[src/sv/slpb_pkg.sv]
package slpb_pkg;

  // Stored base mode codes.
  typedef enum logic [1:0] {
    MODE_BOOT   = 2'd0,
    MODE_READY  = 2'd1,
    MODE_DRIVE  = 2'd2,
    MODE_PAUSED = 2'd3
  } mode_t;

  // Color source picked by the priority logic.
  typedef enum logic [2:0] {
    KIND_BASE   = 3'd0,
    KIND_STOP   = 3'd1,
    KIND_FAULT  = 3'd2,
    KIND_REMOTE = 3'd3,
    KIND_CMD    = 3'd4,
    KIND_LOCAL  = 3'd5,
    KIND_HEART  = 3'd6
  } kind_t;

  // One input word, unpacked from the stream data.
  typedef struct packed {
    logic [31:0] now_ms;
    logic        enabled;
    logic        set_base;
    logic [1:0]  base_mode;
    logic        raise_error;
    logic        stop_active;
    logic        remote_alarm;
    logic        local_alarm;
    logic        heartbeat_pulse;
    logic        command_pulse;
  } in_item_t;

  // Color triple; red sits in the lowest byte.
  typedef struct packed {
    logic [7:0] blue;
    logic [7:0] green;
    logic [7:0] red;
  } rgb_t;

  // Priority stage result.
  typedef struct packed {
    logic [31:0] now_ms;
    kind_t       kind;
    mode_t       mode;
  } s1_t;

  // Divider stage: blink phases and the coarse quotient of now / 1200.
  typedef struct packed {
    kind_t       kind;
    mode_t       mode;
    logic        odd200;
    logic        odd120;
    logic        odd300;
    logic [10:0] now_lo;
    logic [21:0] q1200;
  } s2_t;

  // Triangle stage: phase folded into the rising half, 0 to 600.
  typedef struct packed {
    kind_t      kind;
    mode_t      mode;
    logic       odd200;
    logic       odd120;
    logic       odd300;
    logic [9:0] ramp;
  } s3_t;

  // Window lengths in milliseconds.
  localparam logic [31:0] WIN_COMMAND = 32'd250;
  localparam logic [31:0] WIN_HEART   = 32'd200;

  // Breathing period and its half.
  localparam logic [10:0] BOOT_PERIOD = 11'd1200;
  localparam logic [10:0] BOOT_HALF   = 11'd600;

  // Reciprocals for exact division by constants.
  // now / 200 = (now >> 3) / 25, 29-bit dividend, shift 34.
  localparam logic [29:0] DIV25_M   = 30'(((64'd1 << 34) + 64'd24) / 64'd25);
  // now / 120 = (now >> 3) / 15, 29-bit dividend, shift 33.
  localparam logic [29:0] DIV15_M   = 30'(((64'd1 << 33) + 64'd14) / 64'd15);
  // now / 300 = (now >> 2) / 75, 30-bit dividend, shift 37.
  localparam logic [30:0] DIV300_M  = 31'(((64'd1 << 37) + 64'd74) / 64'd75);
  // now / 1200 = (now >> 4) / 75, 28-bit dividend, shift 35.
  localparam logic [28:0] DIV1200_M = 29'(((64'd1 << 35) + 64'd74) / 64'd75);
  // floor(t * 17 / 40) = (t * 17 * ceil(2^20 / 40)) >> 20 for t up to 600.
  localparam logic [18:0] BREATH_K  = 19'(64'd17 * (((64'd1 << 20) + 64'd39) / 64'd40));

  // Fixed colors.
  localparam rgb_t RGB_BLACK  = '{blue: 8'd0,   green: 8'd0,   red: 8'd0};
  localparam rgb_t RGB_RED    = '{blue: 8'd0,   green: 8'd0,   red: 8'd255};
  localparam rgb_t RGB_AMBER  = '{blue: 8'd0,   green: 8'd140, red: 8'd255};
  localparam rgb_t RGB_GREEN  = '{blue: 8'd0,   green: 8'd255, red: 8'd0};
  localparam rgb_t RGB_BLUE   = '{blue: 8'd255, green: 8'd0,   red: 8'd0};
  localparam rgb_t RGB_YELLOW = '{blue: 8'd0,   green: 8'd200, red: 8'd255};
  localparam rgb_t RGB_READY  = '{blue: 8'd255, green: 8'd255, red: 8'd255};
  localparam rgb_t RGB_DRIVE  = '{blue: 8'd200, green: 8'd200, red: 8'd200};
  localparam rgb_t RGB_PAUSED = '{blue: 8'd128, green: 8'd128, red: 8'd0};

endpackage

[src/sv/slpb_color.sv]
module slpb_color (
  input  logic          clk,
  input  logic          rst_n,
  input  logic          s3_valid,
  input  slpb_pkg::s3_t s3,
  output logic          ready_up,
  output logic          out_valid,
  output slpb_pkg::rgb_t rgb,
  input  logic          out_ready
);

  logic           v_r;
  slpb_pkg::rgb_t rgb_r, rgb_nxt;
  slpb_pkg::rgb_t base;
  logic [28:0]    breath;
  logic [7:0]     grey;

  assign ready_up  = !v_r || out_ready;
  assign out_valid = v_r;
  assign rgb       = rgb_r;

  // Base color; booting breathes grey.
  always_comb begin
    breath = 29'(s3.ramp) * 29'(slpb_pkg::BREATH_K);
    grey   = breath[27:20];
    case (s3.mode)
      slpb_pkg::MODE_BOOT:   base = '{blue: grey, green: grey, red: grey};
      slpb_pkg::MODE_READY:  base = slpb_pkg::RGB_READY;
      slpb_pkg::MODE_DRIVE:  base = slpb_pkg::RGB_DRIVE;
      default:               base = slpb_pkg::RGB_PAUSED;
    endcase
  end

  // Final color; a blink is lit while its quotient is even.
  always_comb begin
    case (s3.kind)
      slpb_pkg::KIND_STOP:   rgb_nxt = s3.odd200 ? slpb_pkg::RGB_BLACK : slpb_pkg::RGB_RED;
      slpb_pkg::KIND_FAULT:  rgb_nxt = slpb_pkg::RGB_RED;
      slpb_pkg::KIND_REMOTE: rgb_nxt = s3.odd120 ? slpb_pkg::RGB_BLACK : slpb_pkg::RGB_AMBER;
      slpb_pkg::KIND_CMD:    rgb_nxt = s3.odd200 ? slpb_pkg::RGB_BLACK : slpb_pkg::RGB_GREEN;
      slpb_pkg::KIND_LOCAL:  rgb_nxt = s3.odd300 ? slpb_pkg::RGB_BLACK : slpb_pkg::RGB_BLUE;
      slpb_pkg::KIND_HEART:  rgb_nxt = s3.odd200 ? slpb_pkg::RGB_BLACK : slpb_pkg::RGB_YELLOW;
      default:               rgb_nxt = base;
    endcase
  end

  // Output register.
  always_ff @(posedge clk) begin
    if (!rst_n) begin
      v_r <= 1'b0;
    end else if (ready_up) begin
      v_r <= s3_valid;
    end
  end

  always_ff @(posedge clk) begin
    if (ready_up && s3_valid)
      rgb_r <= rgb_nxt;
  end

endmodule

[config.mk]
export PLATFORM = sky130hd
export DESIGN_NAME = slpb_color
export DESIGN_NICKNAME = d
export VERILOG_FILES = /design/src/sv/slpb_pkg.sv /design/src/sv/slpb_color.sv
export SDC_FILE = /design/constraint.sdc
export NUM_CORES = 1
export LEC_CHECK = 0
export BUFFER_PORTS_ARGS = -buffer_cell sky130_fd_sc_hd__buf_4
export CORE_ASPECT_RATIO = 1.5
export CORE_MARGIN = 4
export CORE_UTILIZATION = 49
export CTS_BUF_LIST = sky130_fd_sc_hd__clkbuf_4
export DETAILED_ROUTE_END_ITERATION = 10
export MAX_ROUTING_LAYER = met4
export PLACE_DENSITY = 0.68
export SLEW_MARGIN = 10
export SYNTH_ARGS = -nofsm -noshare
export SYNTH_HDL_FRONTEND = slang
export SYNTH_SLANG_ARGS = --single-unit
[constraint.sdc]
create_clock -name clk -period 6.3 [get_ports clk]
set_clock_uncertainty 0.05 [all_clocks]
set_input_delay 0.945 -clock clk [delete_from_list [all_inputs] [get_ports clk]]
set_output_delay 0.945 -clock clk [all_outputs]
set_load 0.01 [all_outputs]
Word-level counts from Yosys, hierarchy flattened

Index checks and enable logic that the tools add are counted.

Word-level logic and storage cells: 24
Flip-flop bits (word level): 25

$mul: 1
Equal/unequal tests: 8
Multiplexer cells: 7
Reductions and logical operators: 4

Operator list:

| kind                     | number |
|---|---|
| $pmux W24 S6             | 1 |
| $pmux W24 S3             | 1 |
| $mux W16                 | 3 |
| $mul A10 B19 Y28 const B | 1 |
| $mux W24                 | 1 |
| $eq A3 B3 Y1 const B     | 3 |
| $mux W8                  | 1 |
| $eq A3 B2 Y1 const B     | 2 |
| $eq A3 B1 Y1 const B     | 1 |
| $eq A2 B1 Y1 const B     | 1 |
| $eq A2 B2 Y1 const B     | 1 |
| $logic_not A2 Y1         | 1 |
| $logic_and A1 B1 Y1      | 1 |
| $logic_not A1 Y1         | 1 |
| $logic_or A1 B1 Y1       | 1 |

Longest topological paths before layout

Depth in word-level cells: 3
Depth in mapped cells: 19
Gate-level depth less buffers: 19

Worst setup path after synthesis

No wires, ideal clock.

Kind: in2reg
Start point: input port s3[8] (netlist bit)
End point: register rgb_r (netlist bit rgb[14]) (data pin)
Setup time: 135 ps
Stages: 17
Data arrival time: 5274 ps
Path slack: 840 ps
Path through: inv_1 ha_1 fa_1 fa_1 inv_1 fa_1 inv_1 fa_1 inv_1 ha_1 nand4_4 or3_4 a211oi_2 nor3_1 or4_1 and3_4 nand3b_2

RTL lines:

| element              | RTL line         | source |
|---|---|---|
| from (decl)          | slpb_color.sv:5  | `input slpb_pkg::s3_t s3,` |
| to (signal assigned) | slpb_color.sv:58 | `rgb_r <= rgb_nxt;` |
| to (decl)            | slpb_color.sv:13 | `slpb_pkg::rgb_t rgb_r, rgb_nxt;` |

==> run metrics <==
Buf/Inv on CP 5; Fmax 178 MHz; total power 1.74 mW; Max Cap Viol 0; Post-Synth Simple-Gate Area 10.7%; Worst Hold Launch out_valid; register area share after synthesis 16.6%; Total Wirelength 9730 um; post-route clock period utilization 89.4%; Layout Nets 667; Post-Synth Adder-Cell Area 49.9%; kind of cell adding the most delay to the critical path adder cells; fin worst setup slack 669 ps; final hold violations 0; Final min period 5630 ps; vias in the first global route 3421; Final GP Congestion 0.902; Hold/Removal Path Class register to register; leading area contributor after synthesis fa_1; EDFF count, synth 24; Static Leak 2.63 nW; vias 3328; post-CTS setup buffers 0; initial core utilization 50.3%; Reg-to-Reg End rgb[4]; Hold Buf Count CTS 0; core footprint 8880 um^2; Syn Area/Cell 9.84 um^2; Reg clk slew, reported paths 140 ps; Chip Width 85.9 um; Die Span Y 125 um; FF-to-FF setup slack 4660 ps; mux cell area share after synthesis 0.224%; CTS sink cnt 25; worst path arrival time 5680 ps; initial antenna violation count 0; post-route setup TNS 0 ps; Post-Synth XOR/XNOR Area 1.96%; Ports 48; All-Layer GR Usage 19.6%; CTS tree built; post_cts resized 0; Area Growth Syn to Fin 11.3%; Site Rows 42; initial drt markers 96; top cells by count, synth 110 x inv_1, 82 x ha_1, 60 x fa_1; htree depth 1; worst vdd ir 0.222 mV; die area 10700 um^2; CP Capture Type register; top_reg_cell synth edfxtp_1; crit path max fanout 6; synthesized flop and latch total 25; Yosys warnings 0; post-synthesis cell count 454; post-synthesis cell type count 53; worst-skew pair later-pin latency 330 ps; First-pass DRT Iterations 4; total gr overflow 0; Mapped Area 4470 um^2; cell at the slowest stage of the critical path fa_1; most frequent cell after synthesis inv_1; IO Port Bufs 47; diode count 0; syn nets 618; dpl ws 289 ps; CP Launch Type primary input; max incr delay on CP 590 ps; Synth top area share 26.9%; compound-gate portion of the synthesized area 11.0%; hold_ws 498 ps; # DRC 0; Final ANT Viol Nets 0; vias per cell 5.44; worst hold stages 2; wire length per cell 15.9 um; worst-path cell chain buf_4, inv_1, ha_1, fa_1, fa_1, inv_1, fa_1, inv_1, fa_1, inv_1, ha_1, a21oi_1, o31a_2, o21ai_0, nor3_1, or4_1, and3_4, nand3b_2; slew margin rel. 23.0%; layout cells sized above 1 12.7%; first-pass GRT wire length 16300 um; Post-synth ARST share 0%; DPL Wire Length 8920 um; CP required 6350 ps; origin of the critical flop-to-flop path out_valid; Num CTS Buffers 3; main combinational cell family by area after synthesis adder cells; outcome finished, final reports clean; Worst Hold End out_valid; worst slew pin tran 1140 ps; CTS max path bufs 2; unrepaired setup endpoints after global routing no; Final Max Tran Viols 0; Reg2Reg Depth 2; root buf cell clkbuf_4; top post-synthesis cells by area fa_1 27%, ha_1 23%, edfxtp_1 16%; count of final setup violators 0; largest net degree at the start of global routing 25; Worst Path Class, Setup primary input to register; Pwr Density 350 nW/um^2
[logic make-up (layout without fill, tap and decap cells)]
kind of cell,Yosys count,after routing
AO/OA/AOI/OAI,73,73
XOR/XNOR,10,10
adder cells (fa/ha/maj),142,142
buffers and inverters,113,161
flip-flops,25,25
multiplexers,1,1
AND/OR/NAND/NOR,90,90
[per-layer routing]
layer | wire, um | up-vias | global-route usage [%]
met5 | 0 | - | -
met4 | 495 | 0 | 9.32
met3 | 427 | 31 | 1.32
met2 | 5340 | 102 | 36.1
met1 | 3470 | 1593 | 20.7
li1 | - | 1602 | -
[worst max-delay path by stage]
stage | cells after the start | to | slack, ps | startpoint
6_report | 18 | rgb[14] | 670 | s3[8]
3_3_place_gp | 18 | rgb[14] | 330 | s3[8]
3_5_place_dp | 18 | rgb[14] | 290 | s3[8]
5_1_grt | 18 | rgb[19] | 340 | s3[8]
4_1_cts | 18 | rgb[14] | 640 | s3[8]
2_1_floorplan | 17 | rgb[14] | 840 | s3[8]
[stage by stage]
stage	area (um^2)	utilization, %	std cells
after global placement	4940	55.6	608
after detailed placement	4940	55.6	608
after global routing	4970	55.9	612
after CTS	4970	55.9	612
final	4970	55.9	612
after floorplan	4470	-	454
[cell usage in the layout, fill, tap and decap left out, types with 2 or more instances in the layout]
cell type,n
inv_1,110
ha_1,82
fa_1,60
buf_4,47
nand2_1,28
edfxtp_1,24
a21oi_1,19
nor2_1,19
o21ai_0,13
a21o_1,11
nor3_1,8
xnor2_1,8
nand3_1,5
a31oi_1,4
a21boi_0,4
nand2b_1,4
nor3b_1,3
nand4_1,3
a211o_1,3
and2_1,3
a221o_1,3
clkbuf_4,3
or2_2,2
and3_1,2
o2111ai_1,2
nor4b_1,2
xor2_1,2
o41ai_1,2
[power by group]
group	switching [mW]	internal, mW	leakage [nW]
clock	0.0507	0.0259	0.0183
combinational	0.853	0.598	2.37
sequential	0.00437	0.206	0.247
total	0.908	0.830	2.63
[layout make-up]
type / count / area (um^2)
clock buffer: 3 / 22.5
clock inverter: 1 / 8.76
fill: 793 / 3910
inverter: 110 / 413
multi-input combinational: 316 / 3290
sequential: 25 / 741
tap: 110 / 138
timing repair buffer: 47 / 353
[worst min-delay path, stage by stage, from the launching register on]
cell	delay [ps]
dfxtp_1	340
nand2b_1	90
a21boi_0	80
[flip-flops by register name, summed over array words and instances (netlist names)]
name       cells
out_valid      1
rgb           24
No activity file was read; power rests on OpenSTA's default activity.
