--- config.mk ---
export PLATFORM = sky130hd
export DESIGN_NAME = slpb_div
export DESIGN_NICKNAME = d
export VERILOG_FILES = /design/src/sv/slpb_pkg.sv /design/src/sv/slpb_div.sv
export SDC_FILE = /design/constraint.sdc
export NUM_CORES = 2
export LEC_CHECK = 0
export BUFFER_PORTS_ARGS = -buffer_cell sky130_fd_sc_hd__clkbuf_2
export CAP_MARGIN = 20
export CORE_ASPECT_RATIO = 0.6
export CORE_UTILIZATION = 45
export CTS_CLUSTER_DIAMETER = 80
export CTS_CLUSTER_SIZE = 14
export DETAILED_ROUTE_END_ITERATION = 12
export PLACE_DENSITY = 0.64
export SYNTH_ARGS = -nofsm -noshare
export SYNTH_HDL_FRONTEND = slang
export SYNTH_SLANG_ARGS = --single-unit
--- constraint.sdc ---
create_clock -name clk -period 8.1 [get_ports clk]
set_input_delay 0.81 -clock clk [delete_from_list [all_inputs] [get_ports clk]]
set_output_delay 0.81 -clock clk [all_outputs]
set_load 0.05 [all_outputs]
--- src/sv/slpb_pkg.sv ---
package slpb_pkg;

  // Stored base mode codes.
  typedef enum logic [1:0] {
    MODE_BOOT   = 2'd0,
    MODE_READY  = 2'd1,
    MODE_DRIVE  = 2'd2,
    MODE_PAUSED = 2'd3
  } mode_t;

  // Color source picked by the priority logic.
  typedef enum logic [2:0] {
    KIND_BASE   = 3'd0,
    KIND_STOP   = 3'd1,
    KIND_FAULT  = 3'd2,
    KIND_REMOTE = 3'd3,
    KIND_CMD    = 3'd4,
    KIND_LOCAL  = 3'd5,
    KIND_HEART  = 3'd6
  } kind_t;

  // One input word, unpacked from the stream data.
  typedef struct packed {
    logic [31:0] now_ms;
    logic        enabled;
    logic        set_base;
    logic [1:0]  base_mode;
    logic        raise_error;
    logic        stop_active;
    logic        remote_alarm;
    logic        local_alarm;
    logic        heartbeat_pulse;
    logic        command_pulse;
  } in_item_t;

  // Color triple; red sits in the lowest byte.
  typedef struct packed {
    logic [7:0] blue;
    logic [7:0] green;
    logic [7:0] red;
  } rgb_t;

  // Priority stage result.
  typedef struct packed {
    logic [31:0] now_ms;
    kind_t       kind;
    mode_t       mode;
  } s1_t;

  // Divider stage: blink phases and the coarse quotient of now / 1200.
  typedef struct packed {
    kind_t       kind;
    mode_t       mode;
    logic        odd200;
    logic        odd120;
    logic        odd300;
    logic [10:0] now_lo;
    logic [21:0] q1200;
  } s2_t;

  // Triangle stage: phase folded into the rising half, 0 to 600.
  typedef struct packed {
    kind_t      kind;
    mode_t      mode;
    logic       odd200;
    logic       odd120;
    logic       odd300;
    logic [9:0] ramp;
  } s3_t;

  // Window lengths in milliseconds.
  localparam logic [31:0] WIN_COMMAND = 32'd250;
  localparam logic [31:0] WIN_HEART   = 32'd200;

  // Breathing period and its half.
  localparam logic [10:0] BOOT_PERIOD = 11'd1200;
  localparam logic [10:0] BOOT_HALF   = 11'd600;

  // Reciprocals for exact division by constants.
  // now / 200 = (now >> 3) / 25, 29-bit dividend, shift 34.
  localparam logic [29:0] DIV25_M   = 30'(((64'd1 << 34) + 64'd24) / 64'd25);
  // now / 120 = (now >> 3) / 15, 29-bit dividend, shift 33.
  localparam logic [29:0] DIV15_M   = 30'(((64'd1 << 33) + 64'd14) / 64'd15);
  // now / 300 = (now >> 2) / 75, 30-bit dividend, shift 37.
  localparam logic [30:0] DIV300_M  = 31'(((64'd1 << 37) + 64'd74) / 64'd75);
  // now / 1200 = (now >> 4) / 75, 28-bit dividend, shift 35.
  localparam logic [28:0] DIV1200_M = 29'(((64'd1 << 35) + 64'd74) / 64'd75);
  // floor(t * 17 / 40) = (t * 17 * ceil(2^20 / 40)) >> 20 for t up to 600.
  localparam logic [18:0] BREATH_K  = 19'(64'd17 * (((64'd1 << 20) + 64'd39) / 64'd40));

  // Fixed colors.
  localparam rgb_t RGB_BLACK  = '{blue: 8'd0,   green: 8'd0,   red: 8'd0};
  localparam rgb_t RGB_RED    = '{blue: 8'd0,   green: 8'd0,   red: 8'd255};
  localparam rgb_t RGB_AMBER  = '{blue: 8'd0,   green: 8'd140, red: 8'd255};
  localparam rgb_t RGB_GREEN  = '{blue: 8'd0,   green: 8'd255, red: 8'd0};
  localparam rgb_t RGB_BLUE   = '{blue: 8'd255, green: 8'd0,   red: 8'd0};
  localparam rgb_t RGB_YELLOW = '{blue: 8'd0,   green: 8'd200, red: 8'd255};
  localparam rgb_t RGB_READY  = '{blue: 8'd255, green: 8'd255, red: 8'd255};
  localparam rgb_t RGB_DRIVE  = '{blue: 8'd200, green: 8'd200, red: 8'd200};
  localparam rgb_t RGB_PAUSED = '{blue: 8'd128, green: 8'd128, red: 8'd0};

endpackage

--- src/sv/slpb_div.sv ---
module slpb_div (
  input  logic          clk,
  input  logic          rst_n,
  input  logic          s1_valid,
  input  slpb_pkg::s1_t s1,
  output logic          ready_up,
  output logic          s3_valid,
  output slpb_pkg::s3_t s3,
  input  logic          ready_dn
);

  logic          s2_v_r, s3_v_r;
  slpb_pkg::s2_t s2_r;
  slpb_pkg::s3_t s3_r;
  logic          s2_ready, s3_ready;

  logic [58:0]   p200, p120;
  logic [60:0]   p300;
  logic [56:0]   p1200;
  logic [32:0]   qm;
  logic [10:0]   phase;
  logic [10:0]   fold;

  assign s3_ready = !s3_v_r || ready_dn;
  assign s2_ready = !s2_v_r || s3_ready;
  assign ready_up = s2_ready;
  assign s3_valid = s3_v_r;
  assign s3       = s3_r;

  // Reciprocal multiplies: quotient parities and the coarse quotient by 1200.
  always_comb begin
    p200  = 59'(s1.now_ms[31:3]) * 59'(slpb_pkg::DIV25_M);
    p120  = 59'(s1.now_ms[31:3]) * 59'(slpb_pkg::DIV15_M);
    p300  = 61'(s1.now_ms[31:2]) * 61'(slpb_pkg::DIV300_M);
    p1200 = 57'(s1.now_ms[31:4]) * 57'(slpb_pkg::DIV1200_M);
  end

  // Remainder mod 1200 and folding into the triangle.
  always_comb begin
    qm    = 33'(s2_r.q1200) * 33'(slpb_pkg::BOOT_PERIOD);
    phase = s2_r.now_lo - qm[10:0];
    fold  = (phase < slpb_pkg::BOOT_HALF) ? phase : (slpb_pkg::BOOT_PERIOD - phase);
  end

  // Stage valids.
  always_ff @(posedge clk) begin
    if (!rst_n) begin
      s2_v_r <= 1'b0;
      s3_v_r <= 1'b0;
    end else begin
      if (s2_ready)
        s2_v_r <= s1_valid;
      if (s3_ready)
        s3_v_r <= s2_v_r;
    end
  end

  // Stage payloads.
  always_ff @(posedge clk) begin
    if (s2_ready && s1_valid) begin
      s2_r.kind   <= s1.kind;
      s2_r.mode   <= s1.mode;
      s2_r.odd200 <= p200[34];
      s2_r.odd120 <= p120[33];
      s2_r.odd300 <= p300[37];
      s2_r.now_lo <= s1.now_ms[10:0];
      s2_r.q1200  <= p1200[56:35];
    end
    if (s3_ready && s2_v_r) begin
      s3_r.kind   <= s2_r.kind;
      s3_r.mode   <= s2_r.mode;
      s3_r.odd200 <= s2_r.odd200;
      s3_r.odd120 <= s2_r.odd120;
      s3_r.odd300 <= s2_r.odd300;
      s3_r.ramp   <= fold[9:0];
    end
  end

endmodule

Word level (Yosys, flattened, before mapping)
Cells that the tools add are included.
{"block": "totals", "reg_bits": 61, "in_bits": 41}
{"block": "classes", "mul": 5, "reduce_logical": 6, "n_addsub": 2, "mux": 1, "n_lt_le_gt_ge": 1}
{"cell": "$mul 28x29->57 const B", "n": 1}
{"cell": "$mul 30x29->36 const B", "n": 1}
{"cell": "$mul 29x30->34 const B", "n": 1}
{"cell": "$mul 29x26->31 const B", "n": 1}
{"cell": "$mul 22x7->7 const B", "n": 1}
{"cell": "$lt 11x10->1 const B", "n": 1}
{"cell": "$sub 11x11->11", "n": 1}
{"cell": "$mux 10", "n": 1}
{"cell": "$sub 8x10->10 const A", "n": 1}
{"cell": "$logic_and 1x1->1", "n": 2}
{"cell": "$logic_not 1->1", "n": 2}
{"cell": "$logic_or 1x1->1", "n": 2}

Logic depth before layout (Yosys ltp)
{"block": "logic_depth", "word_depth": 4, "ltp_mapped": 23, "mapped_depth_nobuf": 23}

Least setup slack after synthesis
No wires, ideal clock.
{"block": "synth_timing", "kind": "input port to flip-flop", "from": "input port s1[17] (netlist name)", "to": "register s2_r[33] (netlist name) (data pin)", "required_time_ns": 7.840, "slack_ns": 1.630, "arrival_time_ns": 6.210, "cell_stages": 20, "setup_ns": 0.260, "path_buffers": 0, "cell_sequence": "inv_1 -> fa_1 -> fa_1 -> fa_1 -> inv_1 -> fa_1 -> fa_1 -> fa_1 -> fa_1 -> inv_1 -> fa_1 -> inv_1 -> ha_1 -> a21o_1 -> a21o_1 -> a21oi_1 -> nor2_1 -> a21oi_1 -> nand4_1 -> xnor2_1"}
{"block": "synth_via", "elab_chain_cells": 1}
{"element": "start: declaration", "line_no": "slpb_div.sv:5", "source": "input slpb_pkg::s1_t s1,"}
{"element": "$mul 30x29->36", "line_no": "slpb_div.sv:34", "source": "p300 = 61'(s1.now_ms[31:2]) * 61'(slpb_pkg::DIV300_M);"}
{"element": "via p300[37]", "line_no": "slpb_div.sv:18", "source": "logic [60:0] p300;"}
{"element": "end: declaration", "line_no": "slpb_div.sv:13", "source": "slpb_pkg::s2_t s2_r;"}
The timed path passes the listed nets, and every way through them passes these cells.
A chain may end at the register's enable or synchronous reset.

Worst setup path after layout
{"block": "layout_timing", "from": "input port s1[14] (netlist name)", "to": "register s2_r[4] (netlist name) (data pin)"}
{"block": "layout_via", "elab_chain_cells": 1}
{"element": "$mul 28x29->57", "line_no": "slpb_div.sv:35", "source": "p1200 = 57'(s1.now_ms[31:4]) * 57'(slpb_pkg::DIV1200_M);"}
{"element": "via p1200[39]", "line_no": "slpb_div.sv:19", "source": "logic [56:0] p1200;"}
The timed path passes the listed nets, and every way through them passes these cells.

==> results by group <==
Logic synthesis
  • Area leader, netlist: fa_1
  • Most common cell in the synthesized netlist: inv_1
  • Avg Inst Size Synth: 10.3 µm²
  • EDFF count, synth: 44
  • Post-synth top area share: 0.436
  • Sequential element share of the synthesized area: 0.0438
  • Syn. warnings: 0
  • Synth Instances: 3011
  • Post-synth top flop: edfxtp_1
  • Yosys cell types: 58
  • Synthesized area: 31100 µm²
  • Synth Net Count: 4458
  • Yosys reg bits: 46
  • Top post-synthesis cells by area: fa_1 (44%), ha_1 (29%), inv_1 (14%)
  • Synth cell count leaders: inv_1 (1179), ha_1 (729), fa_1 (677)
  • Asr flop ratio synth: 0

Worst setup path
  • Largest delay share family, worst path: adder cells
  • Worst-path fanout max: 11
  • Setup Crit Path Kind: in2reg
  • Crit end category: flop
  • Max incr delay on CP: approximately 0.65 ns
  • Crit path DAT: between 7 and 8 ns
  • Most used cell, CP: fa_1
  • Number of buffer and inverter stages on the critical path: 6
  • Crit-path slowest cell: ha_1
  • Crit-path cells: clkbuf_2 -> ha_1 -> buf_4 -> fa_1 -> inv_1 -> fa_1 -> fa_1 -> inv_1 -> fa_1 -> inv_1 -> fa_1 -> fa_1 -> inv_1 -> ha_1 -> and3_1 -> nand4_1 -> or3_1 -> a311oi_2 -> o31a_1 -> nor2_1 -> xnor2_1
  • Crit path launch type: input pin
  • CP required: 8.15 ns

Routing
  • DR iter-0 viols: 2071
  • Drt pass-1 iters: 5
  • Via count: 20800
  • DRC: 0
  • Routed len/inst: around 26 µm
  • Final wirelength: 104 mm
  • Routed Antenna Nets: 0
  • Via density: 5.11

STA
  • Worst hold slack: between 0.3 and 0.4 ns
  • Relative slew margins: 0.229
  • RSZ-0062 raised after global routing: false
  • Final setup TNS: 0 ns
  • Min cycle time layout: approximately 7.3 ns
  • Post-Route Skew: 0.0498 ns
  • Crit share post-route: 0.895
  • Worst Tran Pin Value: 1.15 ns
  • Final Hold Viols: 0
  • Setup violators final: 0
  • Fmax: 138 MHz
  • Count of final max-slew check failures: 0

Placement
  • GPL Wtd Cong: 1.07
  • IO Port Bufs: 60
  • HPWL after DPL: 94.8 mm
  • Post-DP Area: between 30000 and 40000 µm²

Finish
  • Area Growth Syn to Fin: 7.20%
  • Layout cells sized above 1: 0.0528
  • Nets: 4609
  • Post-route core utilization: 0.489
  • Fillers: 6398
  • Post-layout instance area: 33300 µm²

Floorplan
  • Die height: 206 µm
  • Row cnt: 74
  • Die width: 341 µm
  • Die ar.: about 70000 µm²
  • CORE AREA: 68200 µm²
  • Io pins: 61
  • Initial core utilization: 0.456

Status
  • Status: finished, final reports clean

Job
  • # Max-Cap Violations: 0

Clocking
  • Clock-pin slew on the worst setup and hold paths: 0.12 ns
  • Post-CTS Setup Repair Bufs: 0
  • Num CTS Buffers: 5
  • Root Buffer: clkbuf_16
  • CTS H-tree depth: 2
  • PostCTS Resize Cnt: 0
  • Hold Buf Count CTS: 0
  • Clk_lat worst skew: 0.35 ns
  • Clock sink count: 46
  • CTS tree: done
  • Clock Tree Buf Depth: 2

Min path
  • Hold crit path type: reg2reg

Global routing
  • Initial antenna violation count: 2
  • Vias in the first global route: 22200
  • First-pass GRT wire length: roughly 150 mm
  • GRT overflow: 0
  • Total track usage: 0.312
  • Largest net degree at the start of global routing: 25
-- state kept, by name, summed over array words and instances, names as in the netlist --
name,cells
s3_valid,1
s2_v_r,1
s2_r,26
s3,18
-- cell type report --
| type | count | area, µm² | area share |
|---|---|---|---|
| antenna | 1 | 2.50 | 0.0000750 |
| tap | 912 | 1140 | 0.0342 |
| clock buffer | 5 | 125 | 0.00375 |
| multi-input combinational | 1786 | 25300 | 0.759 |
| inverter | 1179 | 4430 | 0.133 |
| timing repair buffer | 144 | 943 | 0.0283 |
| clock inverter | 3 | 25.0 | 0.000750 |
| sequential | 46 | 1360 | 0.0408 |
-- path summary, 6_finish.rpt --
path / start / slack, ns / end / depth (start not counted)
setup / recovery: s1[14] / 0.85 / s2_r[4] / 21
hold / removal: s2_r[40] / 0.39 / s3[17] / 0
setup reg to reg: s2_r[2] / 4.01 / s3[1] / 14
hold reg to reg: s2_r[40] / 0.39 / s3[17] / 0
-- cell families after synthesis --
| family | share of synthesized area |
|---|---|
| adders and majority gates | 0.729 |
| buffers and inverters | 0.142 |
| AOI/OAI and AO/OA | 0.0358 |
| and+or+nand+nor | 0.0202 |
| xor gates and xnor gates | 0.0287 |
| DFF | 0.0438 |
| muxes | 0.000482 |
-- metal layers --
metal / wire length (µm) / GRT usage / vias to the layer above
met5: 441 / 0.0319 / -
met4: 822 / 0.0191 / 6
met3: 20500 / 0.220 / 64
met2: 33600 / 0.360 / 1209
met1: 48700 / 0.465 / 10300
li1: - / - / 9275
-- cells in the final DEF (no fill, tap or decap), types with 8 or more instances in the layout --
cell / n
a211oi_1: 8
a21o_1: 26
a21oi_1: 45
buf_4: 83
clkbuf_2: 60
edfxtp_1: 44
fa_1: 677
ha_1: 729
inv_1: 1179
nand2_1: 15
nand3_1: 8
nand4_1: 19
nor2_1: 25
nor2b_1: 14
nor3_1: 9
o21ai_0: 21
xnor2_1: 80
xor2_1: 20
-- stage by stage --
stage                     cells  setup slack, ns
after floorplan            3011             1.63
after global placement     4067            0.660
after detailed placement   4067            0.658
after CTS                  4075            0.963
after global routing       4075            0.648
final                      4076            0.848
Power is left out: the tool's default activity adds up to more than one toggle a clock period on the data nets, which glitch-free logic cannot reach.
