`src/sv/slpb_pkg.sv`:
```
package slpb_pkg;

  // Stored base mode codes.
  typedef enum logic [1:0] {
    MODE_BOOT   = 2'd0,
    MODE_READY  = 2'd1,
    MODE_DRIVE  = 2'd2,
    MODE_PAUSED = 2'd3
  } mode_t;

  // Color source picked by the priority logic.
  typedef enum logic [2:0] {
    KIND_BASE   = 3'd0,
    KIND_STOP   = 3'd1,
    KIND_FAULT  = 3'd2,
    KIND_REMOTE = 3'd3,
    KIND_CMD    = 3'd4,
    KIND_LOCAL  = 3'd5,
    KIND_HEART  = 3'd6
  } kind_t;

  // One input word, unpacked from the stream data.
  typedef struct packed {
    logic [31:0] now_ms;
    logic        enabled;
    logic        set_base;
    logic [1:0]  base_mode;
    logic        raise_error;
    logic        stop_active;
    logic        remote_alarm;
    logic        local_alarm;
    logic        heartbeat_pulse;
    logic        command_pulse;
  } in_item_t;

  // Color triple; red sits in the lowest byte.
  typedef struct packed {
    logic [7:0] blue;
    logic [7:0] green;
    logic [7:0] red;
  } rgb_t;

  // Priority stage result.
  typedef struct packed {
    logic [31:0] now_ms;
    kind_t       kind;
    mode_t       mode;
  } s1_t;

  // Divider stage: blink phases and the coarse quotient of now / 1200.
  typedef struct packed {
    kind_t       kind;
    mode_t       mode;
    logic        odd200;
    logic        odd120;
    logic        odd300;
    logic [10:0] now_lo;
    logic [21:0] q1200;
  } s2_t;

  // Triangle stage: phase folded into the rising half, 0 to 600.
  typedef struct packed {
    kind_t      kind;
    mode_t      mode;
    logic       odd200;
    logic       odd120;
    logic       odd300;
    logic [9:0] ramp;
  } s3_t;

  // Window lengths in milliseconds.
  localparam logic [31:0] WIN_COMMAND = 32'd250;
  localparam logic [31:0] WIN_HEART   = 32'd200;

  // Breathing period and its half.
  localparam logic [10:0] BOOT_PERIOD = 11'd1200;
  localparam logic [10:0] BOOT_HALF   = 11'd600;

  // Reciprocals for exact division by constants.
  // now / 200 = (now >> 3) / 25, 29-bit dividend, shift 34.
  localparam logic [29:0] DIV25_M   = 30'(((64'd1 << 34) + 64'd24) / 64'd25);
  // now / 120 = (now >> 3) / 15, 29-bit dividend, shift 33.
  localparam logic [29:0] DIV15_M   = 30'(((64'd1 << 33) + 64'd14) / 64'd15);
  // now / 300 = (now >> 2) / 75, 30-bit dividend, shift 37.
  localparam logic [30:0] DIV300_M  = 31'(((64'd1 << 37) + 64'd74) / 64'd75);
  // now / 1200 = (now >> 4) / 75, 28-bit dividend, shift 35.
  localparam logic [28:0] DIV1200_M = 29'(((64'd1 << 35) + 64'd74) / 64'd75);
  // floor(t * 17 / 40) = (t * 17 * ceil(2^20 / 40)) >> 20 for t up to 600.
  localparam logic [18:0] BREATH_K  = 19'(64'd17 * (((64'd1 << 20) + 64'd39) / 64'd40));

  // Fixed colors.
  localparam rgb_t RGB_BLACK  = '{blue: 8'd0,   green: 8'd0,   red: 8'd0};
  localparam rgb_t RGB_RED    = '{blue: 8'd0,   green: 8'd0,   red: 8'd255};
  localparam rgb_t RGB_AMBER  = '{blue: 8'd0,   green: 8'd140, red: 8'd255};
  localparam rgb_t RGB_GREEN  = '{blue: 8'd0,   green: 8'd255, red: 8'd0};
  localparam rgb_t RGB_BLUE   = '{blue: 8'd255, green: 8'd0,   red: 8'd0};
  localparam rgb_t RGB_YELLOW = '{blue: 8'd0,   green: 8'd200, red: 8'd255};
  localparam rgb_t RGB_READY  = '{blue: 8'd255, green: 8'd255, red: 8'd255};
  localparam rgb_t RGB_DRIVE  = '{blue: 8'd200, green: 8'd200, red: 8'd200};
  localparam rgb_t RGB_PAUSED = '{blue: 8'd128, green: 8'd128, red: 8'd0};

endpackage

```
`src/sv/slpb_state.sv`:
```
module slpb_state (
  input  logic              clk,
  input  logic              rst_n,
  input  logic              in_valid,
  input  slpb_pkg::in_item_t item,
  output logic              ready_up,
  output logic              s1_valid,
  output slpb_pkg::s1_t     s1,
  input  logic              ready_dn
);

  slpb_pkg::mode_t mode_r, mode_nxt;
  logic            fault_r, fault_nxt;
  logic [31:0]     hb_r, hb_nxt;
  logic [31:0]     cmd_r, cmd_nxt;
  logic            v_r;
  slpb_pkg::s1_t   s1_r;

  logic            in_fire;
  logic [31:0]     hb_s, cmd_s;
  logic [31:0]     cmd_age, hb_age;
  logic            cmd_run, hb_run;
  slpb_pkg::kind_t kind;

  assign ready_up = !v_r || ready_dn;
  assign in_fire  = in_valid && ready_up;
  assign s1_valid = v_r;
  assign s1       = s1_r;

  // Strobes first, then the color priority with its stamp clearing.
  always_comb begin
    mode_nxt  = mode_r;
    fault_nxt = fault_r;
    if (item.set_base) begin
      mode_nxt = slpb_pkg::mode_t'(item.base_mode);
      if (item.base_mode == slpb_pkg::MODE_BOOT || item.base_mode == slpb_pkg::MODE_READY)
        fault_nxt = 1'b0;
    end
    if (item.raise_error)
      fault_nxt = 1'b1;
    hb_s  = item.heartbeat_pulse ? item.now_ms : hb_r;
    cmd_s = item.command_pulse ? item.now_ms : cmd_r;

    cmd_age = item.now_ms - cmd_s;
    hb_age  = item.now_ms - hb_s;
    cmd_run = (cmd_s != 32'd0) && (cmd_age < slpb_pkg::WIN_COMMAND);
    hb_run  = (hb_s != 32'd0) && (hb_age < slpb_pkg::WIN_HEART);

    hb_nxt  = hb_s;
    cmd_nxt = cmd_s;
    kind    = slpb_pkg::KIND_BASE;
    if (item.stop_active) begin
      kind = slpb_pkg::KIND_STOP;
    end else if (fault_nxt) begin
      kind = slpb_pkg::KIND_FAULT;
    end else if (item.remote_alarm) begin
      kind = slpb_pkg::KIND_REMOTE;
    end else if (cmd_run) begin
      kind = slpb_pkg::KIND_CMD;
    end else if (cmd_s != 32'd0) begin
      // Command window just ran out: base color and, on an enabled tick, clear the stamp.
      kind = slpb_pkg::KIND_BASE;
      if (item.enabled)
        cmd_nxt = 32'd0;
    end else if (item.local_alarm) begin
      kind = slpb_pkg::KIND_LOCAL;
    end else if (hb_run) begin
      kind = (mode_nxt == slpb_pkg::MODE_DRIVE) ? slpb_pkg::KIND_HEART : slpb_pkg::KIND_BASE;
    end else begin
      kind = slpb_pkg::KIND_BASE;
      if (item.enabled)
        hb_nxt = 32'd0;
    end
  end

  // Persistent state and the stage valid.
  always_ff @(posedge clk) begin
    if (!rst_n) begin
      mode_r  <= slpb_pkg::MODE_BOOT;
      fault_r <= 1'b0;
      hb_r    <= 32'd0;
      cmd_r   <= 32'd0;
      v_r     <= 1'b0;
    end else begin
      if (ready_up)
        v_r <= in_valid && item.enabled;
      if (in_fire) begin
        mode_r  <= mode_nxt;
        fault_r <= fault_nxt;
        hb_r    <= hb_nxt;
        cmd_r   <= cmd_nxt;
      end
    end
  end

  // Stage payload.
  always_ff @(posedge clk) begin
    if (in_fire) begin
      s1_r.now_ms <= item.now_ms;
      s1_r.kind   <= kind;
      s1_r.mode   <= mode_nxt;
    end
  end

endmodule

```
`config.mk`:
```
export PLATFORM = sky130hd
export DESIGN_NAME = slpb_state
export DESIGN_NICKNAME = d
export VERILOG_FILES = /design/src/sv/slpb_pkg.sv /design/src/sv/slpb_state.sv
export SDC_FILE = /design/constraint.sdc
export NUM_CORES = 1
export LEC_CHECK = 0
export BUFFER_PORTS_ARGS = -buffer_cell sky130_fd_sc_hd__buf_2
export CAP_MARGIN = 5
export CELL_PAD_IN_SITES_DETAIL_PLACEMENT = 0
export CELL_PAD_IN_SITES_GLOBAL_PLACEMENT = 2
export CORE_UTILIZATION = 37
export CTS_CLUSTER_SIZE = 14
export DETAILED_ROUTE_END_ITERATION = 8
export PLACE_DENSITY_LB_ADDON = 0.1
export SLEW_MARGIN = 0
export SYNTH_ARGS = -nofsm -noshare
export SYNTH_HDL_FRONTEND = slang
export SYNTH_SLANG_ARGS = --single-unit
```
`constraint.sdc`:
```
create_clock -name clk -period 7.37 [get_ports clk]
set_input_delay 0.737 -clock clk [delete_from_list [all_inputs] [get_ports clk]]
set_output_delay 0.737 -clock clk [all_outputs]
set_load 0.01 [all_outputs]
```
### Yosys cells after proc, flatten, opt, wreduce, memory -nomap -nowiden

Cells that the tools add are included.

* add/subtract/negate cells: 2
* muxes and demuxes: 27
* bitwise operators: 0
* order comparisons: 2
* eq/ne operators: 2
* multipliers: 0
* shifts and indexed selects: 0
* divide/modulo/power cells: 0
* reduce and logical (&&, ||, !) cells: 11

Operators with widths (number)
* 32-bit two-way mux: 16
* 32-bit by 8-bit < comparator with 1-bit output (second input constant): 2
* 32-bit nonzero test: 2
* 32-bit subtractor: 2
* 3-bit two-way mux: 5
* 2-bit two-way mux: 3
* 1-bit logical AND: 4
* 1-bit two-way mux: 3
* 3-bit OR reduction: 1
* 2-bit by 1-bit equality test with 1-bit output (second input constant): 1
* 2-bit equality test (second input constant): 1
* 2-bit zero test: 1
* 1-bit logical OR: 2
* 1-bit zero test: 1

* output and inout bits: 39
* memories kept: 0
* flip-flop bits (word level): 105
* input bits: 46
* logic and storage cells: 53
* bits in latches: 0
* ROM bits: 0
* bits in writable memories: 0

### Depth between registers and ports, before layout

* depth in word-level cells: 11
* depth in mapped cells: 18
* depth with buffers taken out: 13

### Worst setup path after synthesis

OpenSTA, ideal clock, no wires.

* path type: input-to-reg
* start point: input item[1] (netlist bit)
* end point: register hb_r[10]
* setup time: 0.086 ns
* arrival: 5.431 ns
* setup slack: 1.853 ns
* stages: 18
* path buffers: 6
* cells stage by stage: buf_6 > clkbuf_1 > clkbuf_1 > clkbuf_1 > mux2i_1 > ha_1 > clkbuf_1 > a21oi_1 > o21a_1 > nor2_1 > or4_1 > or4_1 > nor4_1 > nand4_1 > nor4b_4 > nand2_2 > buf_6 > o31ai_2

* cells in the longest elaborated chain, start to end: 11
* elaborated cells between the ends (all ways): 13
* classes of those cells: add/sub: 1; order compare: 1; mux: 9; reduce/logical: 2

Ends and longest elaborated chain
* start, declared: RTL line slpb_state.sv:5 `input slpb_pkg::in_item_t item,`
* 32-bit two-way mux (*): RTL line slpb_state.sv:41 `hb_s = item.heartbeat_pulse ? item.now_ms : hb_r;`
* 32-bit subtractor: RTL line slpb_state.sv:45 `hb_age = item.now_ms - hb_s;`
* 32-bit by 8-bit < comparator with 1-bit output: RTL line slpb_state.sv:47 `hb_run = (hb_s != 32'd0) && (hb_age < slpb_pkg::WIN_HEART);`
* 1-bit logical AND: RTL line slpb_state.sv:47
* 32-bit two-way mux: RTL line slpb_state.sv:67 `end else if (hb_run) begin`
* 32-bit two-way mux: RTL line slpb_state.sv:65 `end else if (item.local_alarm) begin`
* 32-bit two-way mux: RTL line slpb_state.sv:60 `end else if (cmd_s != 32'd0) begin`
* 32-bit two-way mux: RTL line slpb_state.sv:58 `end else if (cmd_run) begin`
* 32-bit two-way mux: RTL line slpb_state.sv:56 `end else if (item.remote_alarm) begin`
* 32-bit two-way mux: RTL line slpb_state.sv:54 `end else if (fault_nxt) begin`
* 32-bit two-way mux (*): RTL line slpb_state.sv:52 `if (item.stop_active) begin`
* end signal, assigned: RTL line slpb_state.sv:90 `hb_r <= hb_nxt;`
* end, declared: RTL line slpb_state.sv:14 `logic [31:0] hb_r, hb_nxt;`

Every way passes the cells marked *; elsewhere a longest branch is shown, timed or not.
A chain may end at the register's enable or synchronous reset.

### Worst setup path in the final report

* start point: input item[1] (netlist bit)
* end point: register hb_r[26]

Same word-level chain as after synthesis.

==> flow_summary.toml <==
[sta]
report.final.slew_viol_count = 0
finalHoldViolCount = 0
max_slew_margin = 0.3185
period_share = 0.7849
setup_ws_ns = 1.586
tightest_slew_ns = 1.019
period_needed_ns = 5.784
worst_hold_slack_ns = 0.4486
rsz0062_at_grt = "no"
max_freq_mhz = 172.9
finalSetupViolCount = 0
fin_worst_skew_ns = 0.01475
fin_setup_tns_ns = 0

[synth]
syn-num-nets = 1217
synth_area_per_cell_um2 = 8.331
synthDistinctLibCells = 89
syn_inst = 1109
ys_top_cells_by_count = "nand2_1 (103), nor2_1 (92), a21oi_1 (71)"
synth_edf_count = 37
async_reset_ff_frac = 0
synth.top_cell.area_share = 0.1473
synthTopCellsByArea = "dfxtp_1 (15%), edfxtp_1 (12%), ha_1 (8.3%)"
mappedNetlistArea_mm2 = 0.009239
ys_seq_area_frac = 0.2676
yosysTopAreaCell = "dfxtp_1"
yosysMostFrequentCell = "nand2_1"
yosys_warnings = 0
ys_ff_latch = 105
synthFlopType = "dfxtp_1"

[clocking]
cts_buffers = 9
ctsHoldBuffers = 0
cts_tree = "built"
htreeDepth = 3
cts-root-buf = "clkbuf_16"
cts_resized = 0
cts_setup_buffers = 0
clockBufferDepth = 2
clk_latency_ns = 0.36
cts_num_sinks = 105
path_clk_slew_ns = 0.08

[worst_setup_path]
path_max_fanout = 31
worstPathRequired_ns = 7.62
r2r-start = "hb_r[5]"
worstPathArrival_ns = 6.04
critPathLaunch = "item[1]"
cp-start-kind = "input port"
setup.worst_path.class = "in -> reg"
end_kind = "flop"

[grt]
grt_pass1_wl_mm = 50.61
grt_usage = 0.2521
grt_pass1_vias = 8349
overflow = 0
antenna_found_initial = 0
grt_max_degree = 61

[drt]
first_pass_iters = 6
vias = 8957
drt-initial-drc-count = 789
wl_mm = 32.36
postRouteAntennaNets = 0
viasPerCell = 6.068
wire_per_inst_um = 21.93
drcViolationCount = 0

[floorplanning]
rows = 57
io_pins = 85
core-area_mm2 = 0.02439
die_w_um = 160.0
die_area_mm2 = 0.02561
initial_utilization = 0.3788
die_y_um = 160.0

[worst_hold_path]
hold_path_class = "reg -> reg"
hold_path_startpoint = "cmd_r[20]"

[pwr]
power_density_mw_per_mm2 = 186.0
p_leak_uw = 0.003869
ir_drop_uv = 123.7

[cells_and_area]
drive_gt1_frac = 0.1510
area_growth_pct = 9.765
num_antenna_cells = 0
layoutNonFillerInstCount = 1476
nets = 1255

[place]
place_ws_ns = 1.349
gp_congestion = 0.8532
place_inst = 1460
dp_hpwl_mm = 24.78
io_buffers = 84

[status]
run_status = "finished, final reports clean"

[run]
maxCapViolCount = 0
per-layer routing:
metal / vias up / wire (µm) / GRT usage
li1: 4369 / - / -
met1: 4272 / 16490 / 0.3834
met2: 302 / 14080 / 0.3870
met3: 14 / 1576 / 0.02857
met4: 0 / 225 / 0.03290
met5: - / 0 / 0
worst max-delay path, cell delays in order:
cell	delay (ns)
buf_2	0.67
mux2i_1	0.40
ha_1	0.35
a21oi_1	0.33
a21oi_1	0.14
nor3_1	0.45
a211oi_1	0.25
nor4_1	0.55
o211ai_1	0.16
or4_1	0.54
nor4b_4	0.37
nand2_2	0.63
o31ai_2	0.41
placed cells by master, fill, tap and decap left out, types with 6 or more instances in the layout:
cell and n:
buf_2 84, o31ai_1 7, o21ai_1 35, or2_2 7, dfxtp_1 68, nor2_1 92, o21ai_0 37, o2111ai_1 9
a21oi_1 71, ha_1 61, inv_1 20, o31ai_2 30, nand2b_1 16, buf_4 9, nor4b_1 6, xnor2_1 11
nand2_1 102, a211oi_1 9, o22ai_1 6, a22oi_1 35, nand4_1 30, xor2_1 12, nor3b_1 9, a21o_1 25
nand3_1 29, o21a_1 17, a31oi_1 14, o211ai_1 7, mux2i_1 66, and2_1 6, and3_1 6, or3_1 12
nor3_1 27, edfxtp_1 37, a2111oi_0 9, nor4_1 18, clkbuf_16 9
cell families after synthesis:
| logic type | share of synthesized area |
|---|---|
| multiplexers | 0.07760 |
| XOR/XNOR | 0.02180 |
| adder cells (fa/ha/maj) | 0.08478 |
| flip-flops | 0.2676 |
| AO/OA/AOI/OAI | 0.2977 |
| AND/OR/NAND/NOR | 0.2113 |
| buffers and inverters | 0.03927 |
metrics by stage:
stage	total power [µW]	instance area, µm²	utilization
finish	1886	10140	0.4158
global route	1991	10140	0.4158
CTS	1887	10140	0.4158
detailed placement	1397	9852	0.4039
global placement	1406	9852	0.4039
floorplan	1180	9239	-
layout make-up:
| type | instances | area [µm²] |
|---|---|---|
| fillers | 2472 | 14250 |
| clock buffers | 9 | 225.2 |
| well taps | 324 | 405.4 |
| multi-input cells | 917 | 6407 |
| inverters | 21 | 78.83 |
| clock inverters | 7 | 63.81 |
| flip-flops and latches | 105 | 2472 |
| repair buffers | 93 | 488.0 |
registers in the layout, summed over array words and instances (netlist names):
register	cells
s1	37
cmd_r	32
s1_valid	1
hb_r	32
fault_r	1
mode_r	2
final timing paths:
| path | endpoint | slack (ns) | depth (start not counted) |
|---|---|---|---|
| max | hb_r[26] | 1.59 | 13 |
| min | cmd_r[20] | 0.45 | 2 |
| max reg2reg | hb_r[26] | 2.47 | 12 |
| min reg2reg | cmd_r[20] | 0.45 | 2 |
power breakdown:
part	internal, µW	switching (µW)	total [µW]	leakage [µW]
combinational	268	482	749	0.00281
sequential	634	16.3	650	0.000917
clock	237	249	486	0.000145
No activity file was read; power rests on OpenSTA's default activity.
